===== src/rtl/core/tilt_to_position_tracker_unit_defines.svh =====
// Assertion macros for the tilt-to-position tracker.
`ifndef TILT_TO_POSITION_TRACKER_UNIT_DEFINES_SVH
`define TILT_TO_POSITION_TRACKER_UNIT_DEFINES_SVH
`ifndef SYNTH
`define TTP_ASSERT(label, clk, rstn, prop, msg) \
    label: assert property (@(posedge clk) disable iff (!rstn) prop) else $error(msg);
`define TTP_ASSERT_NR(label, clk, prop, msg) \
    label: assert property (@(posedge clk) prop) else $error(msg);
`else
`define TTP_ASSERT(label, clk, rstn, prop, msg)
`define TTP_ASSERT_NR(label, clk, prop, msg)
`endif
`endif


===== src/rtl/core/ttp_pkg.sv =====
package ttp_pkg;
    localparam int FRAC_BITS_DEF    = 16;
    localparam int CORDIC_STEPS_DEF = 16;
    localparam int TABLE_LEN        = 24;
    localparam int CFG_IDX_W        = 3;
    localparam int CFG_DATA_W       = 8;

    localparam logic [CFG_IDX_W-1:0] REG_ZERO_X = 3'd0;
    localparam logic [CFG_IDX_W-1:0] REG_ZERO_Y = 3'd1;
    localparam logic [CFG_IDX_W-1:0] REG_ZERO_Z = 3'd2;
    localparam logic [CFG_IDX_W-1:0] REG_ONE_X  = 3'd3;
    localparam logic [CFG_IDX_W-1:0] REG_ONE_Y  = 3'd4;
    localparam logic [CFG_IDX_W-1:0] REG_ONE_Z  = 3'd5;

    localparam logic [1:0] MODE_NONE = 2'd0;
    localparam logic [1:0] MODE_A    = 2'd1;
    localparam logic [1:0] MODE_B    = 2'd2;
    localparam logic [1:0] MODE_ROT  = 2'd3;

    localparam logic [32:0] PI_Q30   = 33'd3373259426;
    localparam logic [32:0] C002_Q30 = 33'd21474836;
    localparam logic [32:0] C003_Q30 = 33'd32212255;
    localparam logic [32:0] C020_Q30 = 33'd214748365;
    localparam logic signed [31:0] INVK_Q30 = 32'sd652032875;

    // Datapath commands issued by the controller.
    localparam logic [2:0] CMD_NONE   = 3'd0;
    localparam logic [2:0] CMD_LOAD   = 3'd1;
    localparam logic [2:0] CMD_DIV    = 3'd2;
    localparam logic [2:0] CMD_ROLL   = 3'd3;
    localparam logic [2:0] CMD_MAG    = 3'd4;
    localparam logic [2:0] CMD_PITCH  = 3'd5;
    localparam logic [2:0] CMD_APPLY  = 3'd6;
    localparam logic [2:0] CMD_BUTTON = 3'd7;

    typedef struct packed {
        logic [2:0] op;
        logic       start;
    } ttp_cmd_t;

    typedef struct packed {
        logic is_button;
        logic span_zero;
        logic null_vec;
        logic done;
    } ttp_stat_t;

    function automatic logic [32:0] atan_q30(input int i);
        logic [32:0] t [TABLE_LEN];
        t = '{33'd843314857, 33'd497837830, 33'd263043837, 33'd133525159,
              33'd67021687, 33'd33543516, 33'd16775851, 33'd8388437,
              33'd4194283, 33'd2097149, 33'd1048576, 33'd524288,
              33'd262144, 33'd131072, 33'd65536, 33'd32768, 33'd16384,
              33'd8192, 33'd4096, 33'd2048, 33'd1024, 33'd512, 33'd256,
              33'd128};
        return t[i];
    endfunction

    function automatic logic [32:0] from_q30(input logic [32:0] c, input int f);
        logic [33:0] s;
        s = {1'b0, c} + (34'd1 << (29 - f));
        return s[33:1] >> (29 - f);
    endfunction
endpackage


===== src/rtl/core/ttp_ctrl.sv =====
module ttp_ctrl #(
    parameter int CORDIC_STEPS = ttp_pkg::CORDIC_STEPS_DEF,
    parameter int DIV_STEPS    = 32
) (
    input  logic              aclk,
    input  logic              aresetn,
    input  logic              s_valid,
    output logic              s_ready,
    output logic              m_valid,
    input  logic              m_ready,
    output ttp_pkg::ttp_cmd_t cmd,
    input  ttp_pkg::ttp_stat_t stat
);
    import ttp_pkg::*;
    `include "tilt_to_position_tracker_unit_defines.svh"

    localparam logic [2:0] ST_IDLE  = 3'd0;
    localparam logic [2:0] ST_DIV   = 3'd1;
    localparam logic [2:0] ST_ROLL  = 3'd2;
    localparam logic [2:0] ST_MAG   = 3'd3;
    localparam logic [2:0] ST_PITCH = 3'd4;
    localparam logic [2:0] ST_APPLY = 3'd5;
    localparam logic [2:0] ST_OUT   = 3'd6;
    localparam int CNT_W = $clog2(DIV_STEPS + CORDIC_STEPS + 1);

    logic [2:0]       state_reg, state_next;
    logic [CNT_W-1:0] cnt_reg, cnt_next;
    logic             accept;

    assign s_ready = (state_reg == ST_IDLE);
    assign m_valid = (state_reg == ST_OUT);
    assign accept  = s_valid && s_ready;

    always_comb begin
        state_next = state_reg;
        cnt_next   = cnt_reg + 1'b1;
        cmd        = '{op: CMD_NONE, start: 1'b0};
        case (state_reg)
            ST_IDLE: begin
                cnt_next = '0;
                if (accept) begin
                    cmd = '{op: CMD_LOAD, start: 1'b1};
                    state_next = ST_DIV;
                end
            end
            ST_DIV: begin
                if (stat.is_button) begin
                    cmd = '{op: CMD_BUTTON, start: 1'b1};
                    state_next = ST_OUT;
                end else if (stat.span_zero) begin
                    state_next = ST_OUT;
                end else begin
                    cmd = '{op: CMD_DIV, start: (cnt_reg == '0)};
                    if (stat.done) begin
                        cnt_next = '0;
                        state_next = ST_ROLL;
                    end
                end
            end
            ST_ROLL: begin
                if (stat.null_vec) begin
                    state_next = ST_OUT;
                end else begin
                    cmd = '{op: CMD_ROLL, start: (cnt_reg == '0)};
                    if (cnt_reg == CNT_W'(CORDIC_STEPS + 1)) begin
                        cnt_next = '0;
                        state_next = ST_MAG;
                    end
                end
            end
            ST_MAG: begin
                cmd = '{op: CMD_MAG, start: (cnt_reg == '0)};
                if (cnt_reg == CNT_W'(1)) begin
                    cnt_next = '0;
                    state_next = ST_PITCH;
                end
            end
            ST_PITCH: begin
                cmd = '{op: CMD_PITCH, start: (cnt_reg == '0)};
                if (cnt_reg == CNT_W'(CORDIC_STEPS + 1)) begin
                    cnt_next = '0;
                    state_next = ST_APPLY;
                end
            end
            ST_APPLY: begin
                cmd = '{op: CMD_APPLY, start: (cnt_reg == '0)};
                if (cnt_reg == CNT_W'(4)) begin
                    state_next = ST_OUT;
                end
            end
            ST_OUT: begin
                if (m_ready) begin
                    state_next = ST_IDLE;
                end
            end
            default: state_next = ST_IDLE;
        endcase
    end

    always_ff @(posedge aclk) begin
        if (!aresetn) begin
            state_reg <= ST_IDLE;
            cnt_reg   <= '0;
        end else begin
            state_reg <= state_next;
            cnt_reg   <= cnt_next;
        end
    end

    `TTP_ASSERT(a_no_both, aclk, aresetn, !(s_ready && m_valid), "ready while result held")
    `TTP_ASSERT(a_hold_out, aclk, aresetn, (m_valid && !m_ready) |=> m_valid, "result dropped")
    `TTP_ASSERT(a_accept_leaves, aclk, aresetn, accept |=> !s_ready, "idle after accept")
endmodule


===== src/rtl/core/ttp_datapath.sv =====
module ttp_datapath #(
    parameter int FRAC_BITS    = ttp_pkg::FRAC_BITS_DEF,
    parameter int CORDIC_STEPS = ttp_pkg::CORDIC_STEPS_DEF,
    parameter int DIV_STEPS    = 32
) (
    input  logic                               aclk,
    input  logic                               aresetn,
    input  ttp_pkg::ttp_cmd_t                  cmd,
    output ttp_pkg::ttp_stat_t                 stat,
    input  logic                               cfg_we,
    input  logic [ttp_pkg::CFG_IDX_W-1:0]      cfg_idx,
    input  logic [ttp_pkg::CFG_DATA_W-1:0]     cfg_data,
    input  logic                               s_opcode,
    input  logic [7:0]                         s_raw_x,
    input  logic [7:0]                         s_raw_y,
    input  logic [7:0]                         s_raw_z,
    input  logic [12:0]                        s_buttons,
    output logic signed [31:0]                 m_pos_x,
    output logic signed [31:0]                 m_pos_y,
    output logic signed [31:0]                 m_pos_z,
    output logic [1:0]                         m_mode
);
    import ttp_pkg::*;

    localparam int F     = FRAC_BITS;
    localparam int QW    = F + 5;
    localparam int CW    = F + 8;
    localparam int NW    = 9 + F;
    localparam int IW    = $clog2(CORDIC_STEPS + 1);
    localparam int DW    = $clog2(DIV_STEPS + 1);
    localparam int NSTEP = (CORDIC_STEPS > TABLE_LEN) ? TABLE_LEN : CORDIC_STEPS;
    localparam logic signed [CW-1:0] PI_F  = CW'(from_q30(PI_Q30, F));
    localparam logic signed [CW-1:0] C002  = CW'(from_q30(C002_Q30, F));
    localparam logic signed [CW-1:0] C003  = CW'(from_q30(C003_Q30, F));
    localparam logic signed [CW-1:0] C020  = CW'(from_q30(C020_Q30, F));
    localparam logic signed [CW-1:0] HALF  = CW'(1) <<< (F - 1);
    localparam logic signed [CW-1:0] LIM   = CW'(8) <<< F;

    logic [7:0] zero_reg [3];
    logic [7:0] one_reg  [3];
    logic [7:0] raw_reg  [3];
    logic [12:0] btn_reg;
    logic        op_reg;

    logic signed [31:0] px_reg, py_reg, pz_reg;
    logic [1:0]         mode_reg;

    // Restoring divider, one quotient bit per cycle, three axes in parallel.
    logic [NW-1:0]       rem_reg [3];
    logic [NW-1:0]       quo_reg [3];
    logic [8:0]          den_reg [3];
    logic                neg_reg [3];
    logic signed [QW-1:0] a_reg [3];
    logic [DW-1:0]       dcnt_reg;

    // CORDIC unit.
    logic signed [CW+1:0] cx_reg, cy_reg, cz_reg;
    logic [IW-1:0]        ci_reg;
    logic signed [CW-1:0] roll_reg, pitch_reg;
    logic signed [CW-1:0] r0fix_reg;
    logic                 r0mode_reg;
    logic signed [CW+1:0] mag_reg;
    logic signed [63:0]   magp_reg;
    logic signed [2*CW+3:0] prod_reg;
    logic [1:0]           acnt_reg;
    logic signed [CW-1:0] apply_v;
    logic signed [CW-1:0] apply_c;
    logic                 apply_en, apply_neg;
    logic                 apply_en_reg, apply_neg_reg;
    logic [1:0]           apply_sel_reg;

    logic span_zero, null_vec;
    always_comb begin
        span_zero = (one_reg[0] == zero_reg[0]) || (one_reg[1] == zero_reg[1]) ||
                    (one_reg[2] == zero_reg[2]);
        null_vec  = (a_reg[0] == '0) && (a_reg[2] == '0);
        stat.is_button = op_reg;
        stat.span_zero = span_zero;
        stat.null_vec  = null_vec;
        stat.done      = (dcnt_reg == DW'(DIV_STEPS));
    end

    function automatic logic signed [31:0] sat_add_w(input logic signed [31:0] p,
                                                     input logic signed [CW+2:0] d);
        logic signed [CW+34:0] s;
        s = (CW+35)'(p) + (CW+35)'(d);
        if (s > (CW+35)'(64'sh7fffffff)) return 32'sh7fffffff;
        if (s < -(CW+35)'(64'sh80000000)) return 32'sh80000000;
        return s[31:0];
    endfunction

    logic signed [CW+1:0] dxs, dys;
    logic signed [CW-1:0] tstep;
    always_comb begin
        dxs   = cy_reg >>> ci_reg;
        dys   = cx_reg >>> ci_reg;
        tstep = CW'(from_q30(atan_q30(int'(ci_reg)), F));
    end

    logic signed [2*CW+3:0] rounded;
    logic signed [CW+2:0]   delta;
    always_comb begin
        rounded = (prod_reg + ((2*CW+4)'(1) <<< (F - 1))) >>> F;
        delta   = (CW+3)'(rounded);
        if (apply_neg_reg) delta = -delta;
    end

    always_comb begin
        apply_en = 1'b0;
        apply_neg = 1'b0;
        apply_v = '0;
        apply_c = C002;
        case (acnt_reg)
            2'd0: begin
                apply_c = C002;
                apply_neg = 1'b1;
                if (roll_reg > HALF) begin
                    apply_en = 1'b1; apply_v = roll_reg - HALF;
                end else if (roll_reg < -HALF) begin
                    apply_en = 1'b1; apply_v = roll_reg + HALF;
                end
            end
            2'd1: begin
                apply_c = C003;
                apply_neg = 1'b1;
                if (pitch_reg > HALF) begin
                    apply_en = 1'b1; apply_v = pitch_reg - HALF;
                end else if (pitch_reg < -HALF) begin
                    apply_en = 1'b1; apply_v = pitch_reg + HALF;
                end
            end
            2'd2: begin
                apply_c = C002;
                if (CW'(a_reg[0]) > C020) begin
                    apply_en = 1'b1; apply_v = CW'(a_reg[0]) - C020;
                end else if (CW'(a_reg[0]) < -C020) begin
                    apply_en = 1'b1; apply_v = CW'(a_reg[0]) + C020;
                end
            end
            default: ;
        endcase
    end

    always_ff @(posedge aclk) begin
        if (!aresetn) begin
            for (int k = 0; k < 3; k++) begin
                zero_reg[k] <= 8'd128;
                one_reg[k]  <= 8'd154;
            end
        end else if (cfg_we) begin
            case (cfg_idx)
                REG_ZERO_X: zero_reg[0] <= cfg_data;
                REG_ZERO_Y: zero_reg[1] <= cfg_data;
                REG_ZERO_Z: zero_reg[2] <= cfg_data;
                REG_ONE_X:  one_reg[0]  <= cfg_data;
                REG_ONE_Y:  one_reg[1]  <= cfg_data;
                REG_ONE_Z:  one_reg[2]  <= cfg_data;
                default: ;
            endcase
        end
    end

    logic [NW-1:0] trial [3];
    logic [NW-1:0] shr   [3];
    always_comb begin
        for (int k = 0; k < 3; k++) begin
            shr[k]   = {rem_reg[k][NW-2:0], quo_reg[k][NW-1]};
            trial[k] = shr[k] - NW'(den_reg[k]);
        end
    end

    always_ff @(posedge aclk) begin
        if (!aresetn) begin
            px_reg   <= '0;
            py_reg   <= '0;
            pz_reg   <= '0;
            mode_reg <= MODE_NONE;
            op_reg   <= 1'b0;
        end else begin
            case (cmd.op)
                CMD_LOAD: begin
                    op_reg     <= s_opcode;
                    raw_reg[0] <= s_raw_x;
                    raw_reg[1] <= s_raw_y;
                    raw_reg[2] <= s_raw_z;
                    btn_reg    <= s_buttons;
                    dcnt_reg   <= '0;
                end
                CMD_BUTTON: begin : btn_blk
                    logic signed [31:0] x, y, z;
                    logic [1:0] m;
                    x = px_reg; y = py_reg; z = pz_reg; m = mode_reg;
                    if (btn_reg[11]) y = sat_add_w(y, (CW+3)'(C020));
                    if (btn_reg[10]) y = sat_add_w(y, -(CW+3)'(C020));
                    if (btn_reg[9])  x = sat_add_w(x, (CW+3)'(C020));
                    if (btn_reg[8])  x = sat_add_w(x, -(CW+3)'(C020));
                    if (btn_reg[12]) z = sat_add_w(z, (CW+3)'(C020));
                    if (btn_reg[4])  z = sat_add_w(z, -(CW+3)'(C020));
                    if (btn_reg[3]) m = MODE_A;
                    if (btn_reg[2]) m = MODE_B;
                    if (btn_reg[7]) m = MODE_NONE;
                    if (btn_reg[1]) m = MODE_ROT;
                    if (btn_reg[0]) m = MODE_NONE;
                    px_reg <= x; py_reg <= y; pz_reg <= z; mode_reg <= m;
                end
                CMD_DIV: begin
                    if (cmd.start) begin
                        for (int k = 0; k < 3; k++) begin : dinit
                            logic signed [9:0] n, d;
                            logic [9:0] an, ad;
                            n  = 10'(signed'({2'b0, raw_reg[k]})) -
                                 10'(signed'({2'b0, zero_reg[k]}));
                            d  = 10'(signed'({2'b0, one_reg[k]})) -
                                 10'(signed'({2'b0, zero_reg[k]}));
                            an = n[9] ? -n : n;
                            ad = d[9] ? -d : d;
                            rem_reg[k] <= '0;
                            quo_reg[k] <= NW'(an[8:0]) << F;
                            den_reg[k] <= ad[8:0];
                            neg_reg[k] <= n[9] ^ d[9];
                        end
                        dcnt_reg <= '0;
                    end else if (dcnt_reg < DW'(NW)) begin
                        for (int k = 0; k < 3; k++) begin
                            if (!trial[k][NW-1] || shr[k] >= NW'(den_reg[k])) begin
                                rem_reg[k] <= shr[k] - NW'(den_reg[k]);
                                quo_reg[k] <= {quo_reg[k][NW-2:0], 1'b1};
                            end else begin
                                rem_reg[k] <= shr[k];
                                quo_reg[k] <= {quo_reg[k][NW-2:0], 1'b0};
                            end
                        end
                        dcnt_reg <= dcnt_reg + 1'b1;
                    end else begin
                        for (int k = 0; k < 3; k++) begin : dfin
                            logic [NW-1:0] q;
                            q = quo_reg[k];
                            if (!neg_reg[k]) begin
                                a_reg[k] <= (q > NW'(LIM - 1)) ? QW'(LIM - 1) : QW'(q);
                            end else begin
                                a_reg[k] <= (q > NW'(LIM)) ? -QW'(LIM) : -QW'(q);
                            end
                        end
                        dcnt_reg <= dcnt_reg + 1'b1;
                    end
                end
                CMD_ROLL, CMD_PITCH: begin
                    if (cmd.start) begin
                        ci_reg <= '0;
                        cz_reg <= '0;
                        if (cmd.op == CMD_PITCH) begin
                            cx_reg <= (CW+2)'(magp_reg);
                            cy_reg <= (CW+2)'(a_reg[1]);
                        end else if (a_reg[2] > 0) begin
                            cx_reg <= (CW+2)'(a_reg[2]);
                            cy_reg <= (CW+2)'(a_reg[0]);
                            r0mode_reg <= 1'b0;
                            r0fix_reg  <= '0;
                        end else if (a_reg[2] < 0) begin
                            cx_reg <= -(CW+2)'(a_reg[2]);
                            cy_reg <= -(CW+2)'(a_reg[0]);
                            r0mode_reg <= 1'b0;
                            r0fix_reg  <= (a_reg[0] > 0) ? PI_F : -PI_F;
                        end else begin
                            cx_reg <= (a_reg[0] > 0) ? (CW+2)'(a_reg[0]) : -(CW+2)'(a_reg[0]);
                            cy_reg <= '0;
                            r0mode_reg <= 1'b1;
                            r0fix_reg  <= (a_reg[0] > 0) ? (PI_F + (PI_F >>> 1))
                                                        : -(PI_F + (PI_F >>> 1));
                        end
                    end else if (int'(ci_reg) < NSTEP) begin
                        if (cy_reg >= 0) begin
                            cx_reg <= cx_reg + dxs;
                            cy_reg <= cy_reg - dys;
                            cz_reg <= cz_reg + (CW+2)'(tstep);
                        end else begin
                            cx_reg <= cx_reg - dxs;
                            cy_reg <= cy_reg + dys;
                            cz_reg <= cz_reg - (CW+2)'(tstep);
                        end
                        ci_reg <= ci_reg + 1'b1;
                    end else if (cmd.op == CMD_ROLL) begin
                        roll_reg <= r0mode_reg ? -r0fix_reg : -(CW'(cz_reg) + r0fix_reg);
                        mag_reg  <= cx_reg;
                    end else begin
                        pitch_reg <= CW'(cz_reg);
                    end
                end
                CMD_MAG: begin
                    if (cmd.start) begin
                        magp_reg <= 64'(mag_reg) * 64'(INVK_Q30);
                    end else begin
                        magp_reg <= (magp_reg + (64'sd1 <<< 29)) >>> 30;
                    end
                end
                CMD_APPLY: begin
                    if (cmd.start) begin
                        acnt_reg <= '0;
                    end else begin
                        acnt_reg <= acnt_reg + 1'b1;
                    end
                    if (!cmd.start && apply_en_reg) begin
                        case (apply_sel_reg)
                            2'd0: px_reg <= sat_add_w(px_reg, delta);
                            2'd1: py_reg <= sat_add_w(py_reg, delta);
                            default: pz_reg <= sat_add_w(pz_reg, delta);
                        endcase
                    end
                end
                default: ;
            endcase
        end
    end

    // Multiply stage of the rule engine; the product is registered and used in the next cycle.
    always_ff @(posedge aclk) begin
        if (!aresetn) begin
            apply_en_reg <= 1'b0;
        end else begin
            apply_en_reg  <= (cmd.op == CMD_APPLY) && apply_en && (acnt_reg != 2'd3)
                             && !(cmd.start);
            apply_neg_reg <= apply_neg;
            apply_sel_reg <= acnt_reg;
            prod_reg      <= (2*CW+4)'(apply_c) * (2*CW+4)'(apply_v);
        end
    end

    assign m_pos_x = px_reg;
    assign m_pos_y = py_reg;
    assign m_pos_z = pz_reg;
    assign m_mode  = mode_reg;
endmodule


===== src/rtl/core/tilt_to_position_tracker_unit.sv =====
// Tilt-to-position tracker.
// The input channel (s_valid/s_ready) takes one request: opcode 0 carries a
// raw accelerometer sample, opcode 1 a controller button word.
// Each request yields exactly one result on the m_ channel: the tracked
// position in Q16.16 and the current mode.
// For a sample, a shift-subtract divider calibrates all three axes, one CORDIC
// unit runs roll and pitch, the magnitude is scaled, and the three dead-zone
// rules share one multiplier. A button word, or a sample with a zero
// calibration span, answers without the divider; a sample with a null vector
// answers once the divider is through.
// One request is in flight at a time; s_ready is low until the result is taken.
// The result is held in registers while m_ready is low.
// Calibration registers are written through cfg_we, cfg_idx and cfg_data; the
// user must do so only while the block is idle, which the block does not enforce.
// Synchronous reset clears position and mode and loads the default
// calibration of 128 for zero g and 154 for one g.
module tilt_to_position_tracker_unit #(
    parameter int FRAC_BITS    = ttp_pkg::FRAC_BITS_DEF,
    parameter int CORDIC_STEPS = ttp_pkg::CORDIC_STEPS_DEF
) (
    input  logic                           aclk,
    input  logic                           aresetn,
    input  logic                           cfg_we,
    input  logic [ttp_pkg::CFG_IDX_W-1:0]  cfg_idx,
    input  logic [ttp_pkg::CFG_DATA_W-1:0] cfg_data,
    input  logic                           s_valid,
    output logic                           s_ready,
    input  logic                           s_opcode,
    input  logic [7:0]                     s_raw_x,
    input  logic [7:0]                     s_raw_y,
    input  logic [7:0]                     s_raw_z,
    input  logic [12:0]                    s_buttons,
    output logic                           m_valid,
    input  logic                           m_ready,
    output logic signed [31:0]             m_pos_x,
    output logic signed [31:0]             m_pos_y,
    output logic signed [31:0]             m_pos_z,
    output logic [1:0]                     m_mode
);
    import ttp_pkg::*;

    localparam int DIV_STEPS = 9 + FRAC_BITS;

    ttp_cmd_t  cmd;
    ttp_stat_t stat;

    ttp_ctrl #(.CORDIC_STEPS(CORDIC_STEPS), .DIV_STEPS(DIV_STEPS)) u_ctrl (
        .aclk(aclk), .aresetn(aresetn),
        .s_valid(s_valid), .s_ready(s_ready),
        .m_valid(m_valid), .m_ready(m_ready),
        .cmd(cmd), .stat(stat)
    );

    ttp_datapath #(.FRAC_BITS(FRAC_BITS), .CORDIC_STEPS(CORDIC_STEPS),
                   .DIV_STEPS(DIV_STEPS)) u_dp (
        .aclk(aclk), .aresetn(aresetn), .cmd(cmd), .stat(stat),
        .cfg_we(cfg_we), .cfg_idx(cfg_idx), .cfg_data(cfg_data),
        .s_opcode(s_opcode), .s_raw_x(s_raw_x), .s_raw_y(s_raw_y),
        .s_raw_z(s_raw_z), .s_buttons(s_buttons),
        .m_pos_x(m_pos_x), .m_pos_y(m_pos_y), .m_pos_z(m_pos_z), .m_mode(m_mode)
    );
endmodule


===== config.mk =====
export PLATFORM = sky130hd
export DESIGN_NAME = tilt_to_position_tracker_unit
export DESIGN_NICKNAME = d
export VERILOG_FILES = /design/src/rtl/core/ttp_pkg.sv /design/src/rtl/core/ttp_ctrl.sv /design/src/rtl/core/ttp_datapath.sv /design/src/rtl/core/tilt_to_position_tracker_unit.sv
export VERILOG_INCLUDE_DIRS = /design/src /design/src/rtl/core
export SDC_FILE = /design/constraint.sdc
export NUM_CORES = 2
export LEC_CHECK = 0
export ABC_AREA = 1
export BUFFER_PORTS_ARGS = -buffer_cell sky130_fd_sc_hd__buf_2
export CORE_MARGIN = 2
export CORE_UTILIZATION = 30
export CTS_CLUSTER_SIZE = 25
export DETAILED_ROUTE_END_ITERATION = 8
export GPL_TIMING_DRIVEN = 0
export PLACE_DENSITY = 0.53
export SYNTH_ARGS = -nofsm -noshare
export SYNTH_HDL_FRONTEND = slang
export SYNTH_SLANG_ARGS = --single-unit

===== constraint.sdc =====
create_clock -name aclk -period 13.9 [get_ports aclk]
set_clock_uncertainty 0.05 [all_clocks]
set_input_delay 0.695 -clock aclk [delete_from_list [all_inputs] [get_ports aclk]]
set_output_delay 0.695 -clock aclk [all_outputs]
set_load 0.1 [all_outputs]

Word level (Yosys, flattened, before mapping)
Memory sizes are Yosys's and may differ from the RTL's.
Index checks and enable logic that the tools add are counted.
{"block": "totals", "output_inout_bits": 100, "mem_bits_rw": 315, "memories": 9, "input_bits": 54, "reg_bits": 414, "romBits": 1056, "elab_cells": 592}
{"memory": "(no name shown)", "words": 32, "width": 33, "read_ports": 1, "rd_ports_with_merged_regs": 0, "wr": 0, "line": "ttp_pkg.sv:56", "rtl": "return t[i];"}
{"memory": "u_dp.quo_reg", "words": 3, "width": 25, "read_ports": 3, "rd_ports_with_merged_regs": 0, "wr": 3, "line": "ttp_datapath.sv:50", "rtl": "logic [NW-1:0] quo_reg [3];"}
{"memory": "u_dp.rem_reg", "words": 3, "width": 25, "read_ports": 3, "rd_ports_with_merged_regs": 0, "wr": 3, "line": "ttp_datapath.sv:49", "rtl": "logic [NW-1:0] rem_reg [3];"}
{"memory": "u_dp.a_reg", "words": 3, "width": 21, "read_ports": 3, "rd_ports_with_merged_regs": 0, "wr": 3, "line": "ttp_datapath.sv:53", "rtl": "logic signed [QW-1:0] a_reg [3];"}
{"memory": "u_dp.den_reg", "words": 3, "width": 9, "read_ports": 3, "rd_ports_with_merged_regs": 0, "wr": 3, "line": "ttp_datapath.sv:51", "rtl": "logic [8:0] den_reg [3];"}
{"memory": "u_dp.one_reg", "words": 3, "width": 8, "read_ports": 3, "rd_ports_with_merged_regs": 0, "wr": 3, "line": "ttp_datapath.sv:40", "rtl": "logic [7:0] one_reg [3];"}
{"memory": "+3 memories"}
{"block": "classes", "muxes": 352, "n_eq_ne": 40, "n_addsub": 52, "bitwise_logic": 29, "n_lt_le_gt_ge": 40, "shift": 2, "multipliers": 2, "reduce_logical": 42}
{"operator": "32-bit two-way mux", "n": 54}
{"operator": "59-bit by 32-bit greater-than comparator with 1-bit output, second input constant", "n": 9}
{"operator": "59-bit by 32-bit less-than comparator with 1-bit output, second input constant", "n": 9}
{"operator": "26-bit two-way mux", "n": 15}
{"operator": "25-bit two-way mux", "n": 12}
{"operator": "24-bit two-way mux", "n": 10}
{"operator": "1-bit two-way mux", "n": 199}
{"operator": "32-bit by 15-bit adder with 33-bit output, second input constant", "n": 6}
{"operator": "32-bit case mux with 2 select lines", "n": 3}
{"operator": "21-bit two-way mux", "n": 9}
{"operator": "32-bit by 27-bit adder with 33-bit output", "n": 3}
{"operator": "25-bit by 9-bit >= comparator with 1-bit output", "n": 3}
{"operator": "25-bit by 19-bit greater-than comparator with 1-bit output, second input constant", "n": 3}
{"operator": "25-bit by 20-bit greater-than comparator with 1-bit output, second input constant", "n": 3}
{"operator": "25-bit by 9-bit subtractor with 25-bit output", "n": 3}
{"operator": "24-bit case mux with 3 select lines", "n": 1}
{"operator": "33-bit two-way mux", "n": 2}
{"operator": "64-bit by 31-bit adder with 64-bit output, second input constant", "n": 1}
{"operator": "64-bit two-way mux", "n": 1}
{"operator": "21-bit negation", "n": 3}
{"operator": "26-bit by 31-bit multiplier with 57-bit output, second input constant", "n": 1}
{"operator": "9-bit two-way mux", "n": 6}
{"operator": "9-bit negation", "n": 6}
{"operator": "8-bit by 8-bit subtractor with 9-bit output", "n": 6}
{"operator": "74 further kinds", "n": 191}

Longest topological paths before layout
An unclocked memory read counts as a cell.
{"block": "depth", "depth_word": 33, "ltp_mapped": 47, "ltp_nobuf": 44}

Modules after synthesis
From an unflattened synthesis, not the netlist that was laid out.
{"block": "hier_totals", "hier_cells": 11483, "area_unflattened_um2": 83277.4}
{"module": "ttp_datapath", "instances": 1, "area_each_um2": 82552.9, "seq_area_each_um2": 19108.3, "cells_each": 11373}
{"module": "ttp_ctrl", "instances": 1, "area_each_um2": 724.4, "seq_area_each_um2": 180.2, "cells_each": 110}

Least setup slack after synthesis
OpenSTA, ideal clock, no wires.
{"block": "synth_path", "path_type": "register to register", "startpoint": "mem u_dp.a_reg[0][0] (netlist name)", "endpoint": "reg u_dp.prod_reg[34] (data pin)", "synth_period_minus_slack_ns": 7.692, "setup_slack_ns": 6.208, "arrival_time_ns": 7.390, "required_time_ns": 13.598, "path_buffers": 2, "stages_incl_launch_ff": 34, "setup_time_ns": 0.252, "path_cell_list": "edfxtp_1 -> ha_1 -> nor2_1 -> inv_1 -> a21oi_1 -> nor2_1 -> inv_1 -> nand2_1 -> inv_1 -> o211ai_1 -> nand3_1 -> clkbuf_1 -> clkbuf_1 -> nand2_1 -> nand3_1 -> nand2_1 -> nor2_1 -> fa_1 -> inv_1 -> fa_1 -> inv_1 -> fa_1 -> fa_1 -> inv_1 -> fa_1 -> inv_1 -> ha_1 -> a21oi_1 -> a21boi_0 -> nor2_1 -> a2111oi_0 -> nand2_1 -> nand2_1 -> nand2_1"}
{"item": "from (decl)", "line": "ttp_datapath.sv:53"}
{"item": "to (signal assigned)", "line": "ttp_datapath.sv:324", "rtl": "prod_reg <= (2*CW+4)'(apply_c) * (2*CW+4)'(apply_v);"}
{"item": "to (decl)", "line": "ttp_datapath.sv:64", "rtl": "logic signed [2*CW+3:0] prod_reg;"}

==> out/results.tsv <==
metric	value	unit
outcome	completed	
most numerous cell in the Yosys netlist	nand2_1	
Max Slew Vio Count	0	
wl on met1	135	mm
main area contributors after synthesis	edfxtp_1, fa_1, nand2_1	
slowest CP cell	a21oi_1	
CTS tree	yes	
# Post-CTS Setup Buffers	0	
CTS Root Cell	clkbuf_16	
met2 WL	128	mm
area delta synth->final	10.6	%
fill cell count	29800	
Critical Path Start Type	flip-flop	
Yosys cell types	75	
CP Data Required Time	14.32	ns
post-synth top area cell	edfxtp_1	
clock sink total	679	
Initial Utilization	30.2	%
crit path kind	flip-flop to flip-flop	
top sig layer	met5	
first-pass detailed-route iteration total	6	
Post-synth EDFFs	569	
die width	530	microns
DP Wirelength	238	mm
Crit Path Max Fanout	10	
Seq cells post-synth	679	
post-route ant nets	0	
largest net degree at the start of global routing	35	
final non-filler cell total	15400	
top_reg_cell synth	edfxtp_1	
Core Util, Final	33.4	%
Num CTS Buffers	84	
routability cong.	0.994	
Setup TNS Final	0	ns
Synth async-reset ratio	0	%
GRT overflow	0	
Mapped Nets	12700	
max_slew headroom	7.71	%
first-pass GRT wire length	438	mm
fin area	91700	sq um
io pins	154	
number of flip-flops in the largest register	75	
Post-synth top cells	nand2_1, inv_1, nor2_1, a21oi_1, o21ai_0	
Post-Synthesis Cells	11400	
Met3 Wirelength	15.8	mm
worst slew pin tran	1.38	ns
initial antenna violation count	7	
Worst IR Drop VDD	0.511	mV
drt initial violations	6153	
Worst Hold Class	input port to flip-flop	
DP Area	88600	sq um
IO Port Bufs	151	
row cnt	192	
DR WL/cell	18.6	microns
proportion of layout cells with a drive suffix above 1	4.92	%
final wirelength	286	mm
die height	530	microns
final hold viol count	0	
final cycle utilization of the critical path	66.4	%
dpl cells	15200	
max-cap viol count	0	
post-synth top area share	20.6	%
maximum clock path buffer count	3	
die area	281000	sq um
Clk Latency, worst-skew pair	0.77	ns
Synth warnings	0	
Post-CTS Resized	0	
DRC viols	0	
register area share after synthesis	23.3	%
setup repair after global routing missed its margin	no	
Critical Path AT	9.65	ns
worst reg-to-reg setup slack	4.67	ns
mapped cell area	82900	sq um
fin crit period	9.23	ns
Crit path largest cell delay	0.84	ns
vias in the first global route	73300	
fmax	108	MHz
vias	75500	
Nets	12900	
Pwr Density	245	nW/um^2
final setup violation count	0	
H-tree depth	3	
syn avg cell area	7.30	sq um
Clk pin slew, worst setup/hold paths	0.06	ns
Critical Path Sink Type	flip-flop	
core area	274000	sq um
Via density	4.91	
LEAKAGE	0.0429	uW
GR Util All Layers	20.1	%
[cell type report]
cell class	count	area, sq um	area share (%)
Sequential cell	679	19300	21.0
Inverter	1961	7360	8.03
Timing Repair Buffer	188	1250	1.36
Antenna cell	2	5.00	0.00546
Clock inverter	56	644	0.703
Multi-Input combinational cell	8400	54900	59.9
Clock buffer	100	2230	2.43
Buffer	319	1370	1.49
Tap cell	3686	4610	5.03
[per-stage QoR]
stage / hold WS (ns) / total power, uW / setup WS (ns)
floorplan: 0.394 / 14800 / 6.21
global placement: 0.416 / 19900 / 3.62
detailed placement: 0.426 / 19900 / 4.84
CTS: 0.000616 / 22400 / 4.82
global route: 0.0267 / 24800 / 4.19
finish: 0.0564 / 22500 / 4.67
[final timing paths]
kind,from,to,cells past startpoint
worst max register to register,u_dp.a_reg[0][1],u_dp.prod_reg[33],40
worst max-delay path,u_dp.a_reg[0][1],u_dp.prod_reg[33],40
worst min-delay path,s_raw_z[6],u_dp.raw_reg[0][22],1
worst min register to register,u_ctrl.cnt_reg[0],u_ctrl.cnt_reg[0],1
[cell families (layout without fill, tap and decap cells)]
| kind of cell | count (synthesis) | after routing | share of synthesized area [%] |
|---|---|---|---|
| simple gates | 4587 | 4587 | 23.2 |
| buf+inv | 2280 | 2624 | 10.5 |
| compound gates | 2047 | 2047 | 13.9 |
| fa+ha+maj | 1240 | 1240 | 23.5 |
| flops | 679 | 679 | 23.3 |
| xor+xnor | 508 | 508 | 5.37 |
| mux | 18 | 18 | 0.217 |
| other cells | 0 | 2 | 0 |
[report_power, final]
group          leakage (uW)  internal (uW)  switching, uW
combinational        0.0354           5660          11200
clock               0.00137           1300           1020
sequential          0.00610           2890            347
[placed cells by master (no fill, tap or decap), drive strengths merged, types with 101 or more instances in the layout]
cell type | Yosys | final
buf | 71 | 240
inv | 1947 | 1956
nand3 | 569 | 569
clkbuf | 248 | 348
nand4 | 115 | 115
nor2 | 1109 | 1109
fa | 531 | 531
dfxtp | 110 | 110
o21ai | 768 | 768
a31oi | 101 | 101
edfxtp | 569 | 569
ha | 709 | 709
xnor2 | 143 | 143
xor2 | 365 | 365
a21oi | 791 | 791
nor3 | 186 | 186
nand2 | 2440 | 2440
[critical path: cells and delay by family (launching register included)]
family	cells	cell delay, ns
fa+ha+maj	7	2.93
simple gates	16	2.05
flops	1	0.54
buf+inv	9	1.42
compound gates	8	1.93
[layer usage]
metal  GRT usage (%)  up-vias
li1                -    37700
met1            28.1    35400
met2            32.4     2079
met3            2.44      395
met4            5.54        4
met5               0        -
[timing repair]
item                                    4_1_cts  5_1_grt
endpoints found under the hold margin        19        0
hold buffers                                 19        0
endpoints found under the setup margin        0        0
No activity file was read; power rests on OpenSTA's default activity.
